==> src/rtl/core/wfba_pkg.sv <==
`default_nettype none
package wfba_pkg;

   // Default number of words in the managed store.
   localparam int STORE_WORDS_DEF = 32768;
   // Positions run from 0 to the store size itself, so they need one bit
   // beyond a 16-bit header link.
   localparam int POS_W = 17;
   localparam int LAST_W = 16;
   localparam int HDR_W = 17;
   localparam int FIELD_W = 15;
   localparam int HDR_FREE_BIT = 16;

   typedef enum logic [3:0] {
      ST_INIT,
      ST_IDLE,
      ST_A_EV,
      ST_SPLIT_HI,
      ST_SPLIT_LO,
      ST_F_CHK,
      ST_F_EV,
      ST_F_HEV,
      ST_F_EEV,
      ST_F_WR,
      ST_G_START,
      ST_G_EV,
      ST_DONE
   } state_type;

   typedef enum logic {
      KIND_ALLOC = 1'b0,
      KIND_FREE  = 1'b1
   } kind_type;

   typedef struct packed {
      logic               rd_en;
      logic               wr_en;
      logic [POS_W-1:0]   rd_addr;
      logic [POS_W-1:0]   wr_addr;
      logic [HDR_W-1:0]   wdata;
   } mem_req_type;

   typedef struct packed {
      logic               ok;
      logic [FIELD_W-1:0] block_index;
      logic [FIELD_W-1:0] free_words;
      logic [FIELD_W-1:0] largest_hole;
      logic [FIELD_W-1:0] hole_count;
   } result_type;

endpackage
`default_nettype wire

==> src/rtl/core/wfba_ctrl.sv <==
`default_nettype none
module wfba_ctrl #(
   parameter int STORE_WORDS = wfba_pkg::STORE_WORDS_DEF
) (
   input  wire                                clock,
   input  wire                                reset,
   input  wire                                in_valid,
   output logic                               in_ready,
   input  wire                                in_kind,
   input  wire [wfba_pkg::FIELD_W-1:0]        in_arg,
   output logic                               res_valid,
   input  wire                                res_take,
   output wfba_pkg::result_type               res,
   output wfba_pkg::mem_req_type              mem_req,
   input  wire [wfba_pkg::HDR_W-1:0]          rdata
);
   localparam int PW = wfba_pkg::POS_W;
   localparam int LW = wfba_pkg::LAST_W;
   localparam int FW = wfba_pkg::FIELD_W;
   localparam logic [PW-1:0] STORE_POS = PW'(STORE_WORDS);
   localparam logic [PW-1:0] ONE = PW'(1);

   wfba_pkg::state_type state_ff, state_in;
   logic           kind_ff, kind_in;
   logic [FW-1:0]  arg_ff, arg_in;
   logic [PW-1:0]  h_ff, h_in;
   logic [PW-1:0]  best_ff, best_in;
   logic [PW-1:0]  best_h_ff, best_h_in;
   logic [LW-1:0]  best_last_ff, best_last_in;
   logic [PW-1:0]  prev_h_ff, prev_h_in;
   logic           prev_free_ff, prev_free_in;
   logic           has_prev_ff, has_prev_in;
   logic [PW-1:0]  end_ff, end_in;
   logic           ok_ff, ok_in;
   logic [FW-1:0]  idx_ff, idx_in;
   logic [PW-1:0]  total_ff, total_in;
   logic [PW-1:0]  largest_ff, largest_in;
   logic [PW-1:0]  count_ff, count_in;

   logic [LW-1:0]  last;
   logic           hdr_free;
   logic [PW-1:0]  nxt, size, arg_ext, target, split;

   always_ff @(posedge clock) begin
      if (reset) begin
         state_ff <= wfba_pkg::ST_INIT;
      end else begin
         state_ff <= state_in;
      end
   end

   always_ff @(posedge clock) begin
      kind_ff      <= kind_in;
      arg_ff       <= arg_in;
      h_ff         <= h_in;
      best_ff      <= best_in;
      best_h_ff    <= best_h_in;
      best_last_ff <= best_last_in;
      prev_h_ff    <= prev_h_in;
      prev_free_ff <= prev_free_in;
      has_prev_ff  <= has_prev_in;
      end_ff       <= end_in;
      ok_ff        <= ok_in;
      idx_ff       <= idx_in;
      total_ff     <= total_in;
      largest_ff   <= largest_in;
      count_ff     <= count_in;
   end

   always_comb begin
      last     = rdata[LW-1:0];
      hdr_free = rdata[wfba_pkg::HDR_FREE_BIT];
      nxt      = {1'b0, last} + ONE;
      size     = {1'b0, last} - h_ff;
      arg_ext  = PW'(arg_ff);
      target   = arg_ext - ONE;
      split    = best_h_ff + arg_ext + ONE;

      state_in     = state_ff;
      kind_in      = kind_ff;
      arg_in       = arg_ff;
      h_in         = h_ff;
      best_in      = best_ff;
      best_h_in    = best_h_ff;
      best_last_in = best_last_ff;
      prev_h_in    = prev_h_ff;
      prev_free_in = prev_free_ff;
      has_prev_in  = has_prev_ff;
      end_in       = end_ff;
      ok_in        = ok_ff;
      idx_in       = idx_ff;
      total_in     = total_ff;
      largest_in   = largest_ff;
      count_in     = count_ff;

      in_ready  = 1'b0;
      res_valid = 1'b0;
      mem_req   = '0;

      unique case (state_ff)
         wfba_pkg::ST_INIT: begin
            mem_req.wr_en   = 1'b1;
            mem_req.wr_addr = '0;
            mem_req.wdata   = {1'b1, LW'(STORE_WORDS - 1)};
            state_in        = wfba_pkg::ST_IDLE;
         end
         wfba_pkg::ST_IDLE: begin
            in_ready = 1'b1;
            if (in_valid) begin
               kind_in     = in_kind;
               arg_in      = in_arg;
               ok_in       = 1'b0;
               idx_in      = '0;
               h_in        = '0;
               best_in     = '0;
               has_prev_in = 1'b0;
               if (in_arg == '0) begin
                  state_in = wfba_pkg::ST_G_START;
               end else if (in_kind == wfba_pkg::KIND_ALLOC) begin
                  mem_req.rd_en   = 1'b1;
                  mem_req.rd_addr = '0;
                  state_in        = wfba_pkg::ST_A_EV;
               end else begin
                  state_in = wfba_pkg::ST_F_CHK;
               end
            end
         end
         wfba_pkg::ST_A_EV: begin
            if (hdr_free && size == arg_ext) begin
               mem_req.wr_en   = 1'b1;
               mem_req.wr_addr = h_ff;
               mem_req.wdata   = {1'b0, last};
               ok_in           = 1'b1;
               idx_in          = FW'(h_ff + ONE);
               state_in        = wfba_pkg::ST_G_START;
            end else begin
               if (hdr_free && size > best_ff) begin
                  best_in      = size;
                  best_h_in    = h_ff;
                  best_last_in = last;
               end
               if (nxt >= STORE_POS) begin
                  if (best_in > arg_ext) begin
                     state_in = wfba_pkg::ST_SPLIT_HI;
                  end else begin
                     state_in = wfba_pkg::ST_G_START;
                  end
               end else begin
                  mem_req.rd_en   = 1'b1;
                  mem_req.rd_addr = nxt;
                  h_in            = nxt;
               end
            end
         end
         wfba_pkg::ST_SPLIT_HI: begin
            mem_req.wr_en   = 1'b1;
            mem_req.wr_addr = split;
            mem_req.wdata   = {1'b1, best_last_ff};
            state_in        = wfba_pkg::ST_SPLIT_LO;
         end
         wfba_pkg::ST_SPLIT_LO: begin
            mem_req.wr_en   = 1'b1;
            mem_req.wr_addr = best_h_ff;
            mem_req.wdata   = {1'b0, LW'(best_h_ff + arg_ext)};
            ok_in           = 1'b1;
            idx_in          = FW'(best_h_ff + ONE);
            state_in        = wfba_pkg::ST_G_START;
         end
         wfba_pkg::ST_F_CHK: begin
            mem_req.rd_addr = h_ff;
            if (h_ff < STORE_POS && h_ff < target) begin
               mem_req.rd_en = 1'b1;
               state_in      = wfba_pkg::ST_F_EV;
            end else if (h_ff >= STORE_POS || h_ff != target) begin
               state_in = wfba_pkg::ST_G_START;
            end else begin
               mem_req.rd_en = 1'b1;
               state_in      = wfba_pkg::ST_F_HEV;
            end
         end
         wfba_pkg::ST_F_EV: begin
            prev_h_in    = h_ff;
            prev_free_in = hdr_free;
            has_prev_in  = 1'b1;
            h_in         = nxt;
            state_in     = wfba_pkg::ST_F_CHK;
         end
         wfba_pkg::ST_F_HEV: begin
            if (hdr_free) begin
               state_in = wfba_pkg::ST_G_START;
            end else begin
               end_in = nxt;
               if (nxt < STORE_POS) begin
                  mem_req.rd_en   = 1'b1;
                  mem_req.rd_addr = nxt;
                  state_in        = wfba_pkg::ST_F_EEV;
               end else begin
                  state_in = wfba_pkg::ST_F_WR;
               end
            end
         end
         wfba_pkg::ST_F_EEV: begin
            if (hdr_free) begin
               end_in = nxt;
            end
            state_in = wfba_pkg::ST_F_WR;
         end
         wfba_pkg::ST_F_WR: begin
            mem_req.wr_en   = 1'b1;
            mem_req.wr_addr = (has_prev_ff && prev_free_ff) ? prev_h_ff : h_ff;
            mem_req.wdata   = {1'b1, LW'(end_ff - ONE)};
            ok_in           = 1'b1;
            state_in        = wfba_pkg::ST_G_START;
         end
         wfba_pkg::ST_G_START: begin
            mem_req.rd_en   = 1'b1;
            mem_req.rd_addr = '0;
            h_in            = '0;
            total_in        = '0;
            largest_in      = '0;
            count_in        = '0;
            state_in        = wfba_pkg::ST_G_EV;
         end
         wfba_pkg::ST_G_EV: begin
            if (hdr_free && size != '0) begin
               total_in = total_ff + size;
               count_in = count_ff + ONE;
               if (size > largest_ff) begin
                  largest_in = size;
               end
            end
            if (nxt >= STORE_POS) begin
               state_in = wfba_pkg::ST_DONE;
            end else begin
               mem_req.rd_en   = 1'b1;
               mem_req.rd_addr = nxt;
               h_in            = nxt;
            end
         end
         wfba_pkg::ST_DONE: begin
            res_valid = 1'b1;
            if (res_take) begin
               state_in = wfba_pkg::ST_IDLE;
            end
         end
         default: begin
            state_in = wfba_pkg::ST_IDLE;
         end
      endcase

      res.ok           = ok_ff;
      res.block_index  = (kind_ff == wfba_pkg::KIND_ALLOC) ? idx_ff : '0;
      res.free_words   = FW'(total_ff);
      res.largest_hole = FW'(largest_ff);
      res.hole_count   = FW'(count_ff);
   end
endmodule
`default_nettype wire

==> config.mk <==
export PLATFORM = sky130hd
export DESIGN_NAME = wfba_ctrl
export DESIGN_NICKNAME = d
export VERILOG_FILES = /design/src/rtl/core/wfba_pkg.sv /design/src/rtl/core/wfba_ctrl.sv
export SDC_FILE = /design/constraint.sdc
export NUM_CORES = 1
export LEC_CHECK = 0
export CELL_PAD_IN_SITES_DETAIL_PLACEMENT = 1
export CELL_PAD_IN_SITES_GLOBAL_PLACEMENT = 1
export CORE_AREA = 2 2 129 256
export DETAILED_ROUTE_END_ITERATION = 10
export DIE_AREA = 0 0 131 258
export DONT_BUFFER_PORTS = 1
export GPL_ROUTABILITY_DRIVEN = 0
export PLACE_DENSITY_LB_ADDON = 0.1
export SYNTH_ARGS = -nofsm -noshare
export SYNTH_HDL_FRONTEND = slang
export SYNTH_SLANG_ARGS = --single-unit
==> constraint.sdc <==
create_clock -name clock -period 6.45 [get_ports clock]
set_clock_uncertainty 0.15 [all_clocks]
set_input_delay 0 -clock clock [delete_from_list [all_inputs] [get_ports clock]]
set_output_delay 0 -clock clock [all_outputs]
set_load 0.005 [all_outputs]
==> flow_metrics.tcl <==
set metrics [dict create \
    power.total_mw 7.21 \
    critical_path.max_fanout 10 \
    clk-insertion-delay-late_ns 0.47 \
    fin_ws_ns 0.285 \
    hold_viol_final 0 \
    detail_route.wl_per_cell_um 31.4 \
    layout-drive-gt1-share_pct 9.18 \
    cts_tree "done" \
    power.leakage_nw 6.29 \
    cts.sinks 185 \
    worst-path-buf-inv 5 \
    yosysUniqueCellTypes 84 \
    worstSetupPathType "input port to flop" \
    drt-vias-per-instance 6.44 \
    grt_max_degree 39 \
    core_mm2 0.0320 \
    initial_core_util_pct 45.2 \
    avgSynthCellArea_um2 9.44 \
    ys_ff_latch 185 \
    grtUsageTotal_pct 38.0 \
    netlist_area_mm2 0.0145 \
    cts_root_buffer "clkbuf_16" \
    status "complete, no violations" \
    vias 13100 \
    rows 93 \
    async_reset_ff_share_pct 0 \
    maxCapViolCount 0 \
    gr-total-overflow 0 \
    layout_common_cells "181 x edfxtp_1, 128 x nor2_1, 118 x ha_1, 110 x nand2_1, 94 x inv_1" \
    vdd_drop_max_v 0.000257 \
    tightest_slew_ns 1.22 \
    antenna_found_initial 4 \
    arrival_ns 6.38 \
    yosys.area.top_type "edfxtp_1" \
    first_pass_iters 7 \
    synthToLayoutAreaGrowth_pct 12.1 \
    synth_area_leaders "edfxtp_1 38%, ha_1 10%, xnor2_1 5.0%, nor2_1 3.3%, xor2_1 3.0%" \
    reg2reg_slack_ns 0.30 \
    synthCells 1534 \
    yosys_warnings 0 \
    crit_family "compound AO/OA/AOI/OAI gates" \
    required_ns 6.66 \
    grt_pass1_wl_um 91200 \
    finalWirelength_um 63700 \
    drc 0 \
    finalCritPeriodShare_pct 95.6 \
    clock_path_buffers 2 \
    cts_htree_levels 4 \
    setup_viol 0 \
    cts_buffers 17 \
    synth_edf_count 181 \
    slew_headroom_pct 18.5 \
    die_width_um 131 \
    synth_top_area_share_pct 37.6 \
    cp-end-kind "flop" \
    clkTransAtPathRegs_ns 0.07 \
    finalCriticalPeriod_ns 6.16 \
    tns_ns 0 \
    drtIter0Drc 851 \
    die_y_um 258 \
    nets 1746 \
    report.final.slew_viol_count 0 \
    setup.worst_path.start_class "input port" \
    p_per_area_mw_per_mm2 444 \
    cp_slowest_stage_delay_ns 0.68 \
    critical_path.slowest_cell "dlygate4sd3_1" \
    grt_pass1_vias 13800 \
    place_ws_ns 0.0901 \
    io_pins 153 \
    ant_nets 0 \
    hpwl_um 49300 \
    layout_commonest_cell "edfxtp_1" \
    numPortBuffers 0 \
    max_freq_ghz 0.162 \
    finish.utilization_pct 50.7 \
    holdWs_ns 0.0159 \
    holdCritPathClass "input port to flop" \
    synth_flop_cell "edfxtp_1" \
    synth_nets 1692 \
    die-area_mm2 0.0338 \
    seq_area_frac_synth_pct 38.1 \
]
[worst reg2reg max path: stages (launching register included)]
cell and delay, ns:
edfxtp_1 0.36, ha_1 0.19, inv_1 0.06, fa_1 0.42, a211oi_1 0.35, o21bai_2 0.20
a21oi_2 0.24, o221ai_1 0.18, or2_2 0.32, inv_1 0.12, ha_1 0.27, a21o_1 0.16
a21o_1 0.16, a21oi_1 0.24, nand3_1 0.18, o21ai_4 0.21, buf_12 0.15, mux2_2 0.35
ha_1 0.30, a21oi_1 0.08, nor2b_1 0.11, o21ai_0 0.08, nand2b_1 0.08, a21oi_1 0.07
o221a_2 0.27, o32ai_2 0.32, a31oi_1 0.14, a2111oi_2 0.27
[cells in the mapped netlist, types with 43 or more instances]
cell type / instances
inv_1: 94
clkbuf_1: 43
nor3_1: 47
a21o_1: 47
nand2_1: 110
nor2b_1: 43
ha_1: 118
a21oi_1: 85
edfxtp_1: 181
nand3_1: 51
xnor2_1: 82
nor2_1: 129
xor2_1: 49
o21ai_0: 59
[metal layers]
| layer | GRT usage (%) | share of wire, % | up-vias |
|---|---|---|---|
| met1 | 34.2 | 30 | 6485 |
| met5 | 0 | 0.039 | - |
| met3 | 8.27 | 6.1 | 268 |
| met4 | 41.8 | 14 | 4 |
| li1 | - | - | 5793 |
| met2 | 64.6 | 50 | 546 |
[where the power goes]
part / leakage, nW / switching, mW / internal, mW
logic: 4.32 / 2.71 / 1.57
clock network: 0.273 / 0.530 / 0.544
registers: 1.70 / 0.245 / 1.60
total: 6.29 / 3.49 / 3.72
[area by class of cell]
cell class | instances | area, um2
tap | 427 | 534
clock buffer | 19 | 433
clock inverter | 13 | 131
sequential | 185 | 5520
inverter | 94 | 353
multi-input combinational | 1182 | 8340
fill | 3629 | 15800
timing repair buffer | 108 | 916
antenna | 4 | 10.0
[sequential cells by signal (all words and copies together) (netlist names), 4 cells and up]
register      cells
end_ff           16
best_last_ff     16
count_ff         15
h_ff             17
total_ff         15
best_ff          17
arg_ff           15
best_h_ff        17
state_ff          4
largest_ff       17
prev_h_ff        17
idx_ff           15
[final timing paths]
path                             startpoint                         to  cells past startpoint
hold / removal                    in_arg[9]        arg_ff[9]$_DFFE_PP_                      1
setup / recovery                   rdata[0]   state_ff[0]$_SDFFE_PP0P_                     29
setup reg to reg      h_ff[0]$_SDFFCE_PN0P_   state_ff[0]$_SDFFE_PP0P_                     27
hold reg to reg   best_ff[15]$_SDFFCE_PN0P_  best_ff[15]$_SDFFCE_PN0P_                      2
[metrics by stage]
step	instance area, um2	std cells
floorplan	14500	1534
global placement	15200	1956
detailed placement	15200	1956
CTS	16100	2025
global route	16200	2032
finish	16200	2032
[logic make-up after synthesis]
group | share of synthesized area [%]
buf+inv | 4.93
flops | 38.1
simple gates | 18.7
fa+ha+maj | 10.6
xor+xnor | 8.08
mux | 1.28
compound gates | 18.3
[repair_timing]
item                                    4_1_cts  5_1_grt
gates resized for setup                       0        7
hold buffers                                 37        0
setup buffers                                 0        3
hold endpoints to repair                     85        0
endpoints found under the setup margin        0        2
No activity file was read; power rests on OpenSTA's default activity.
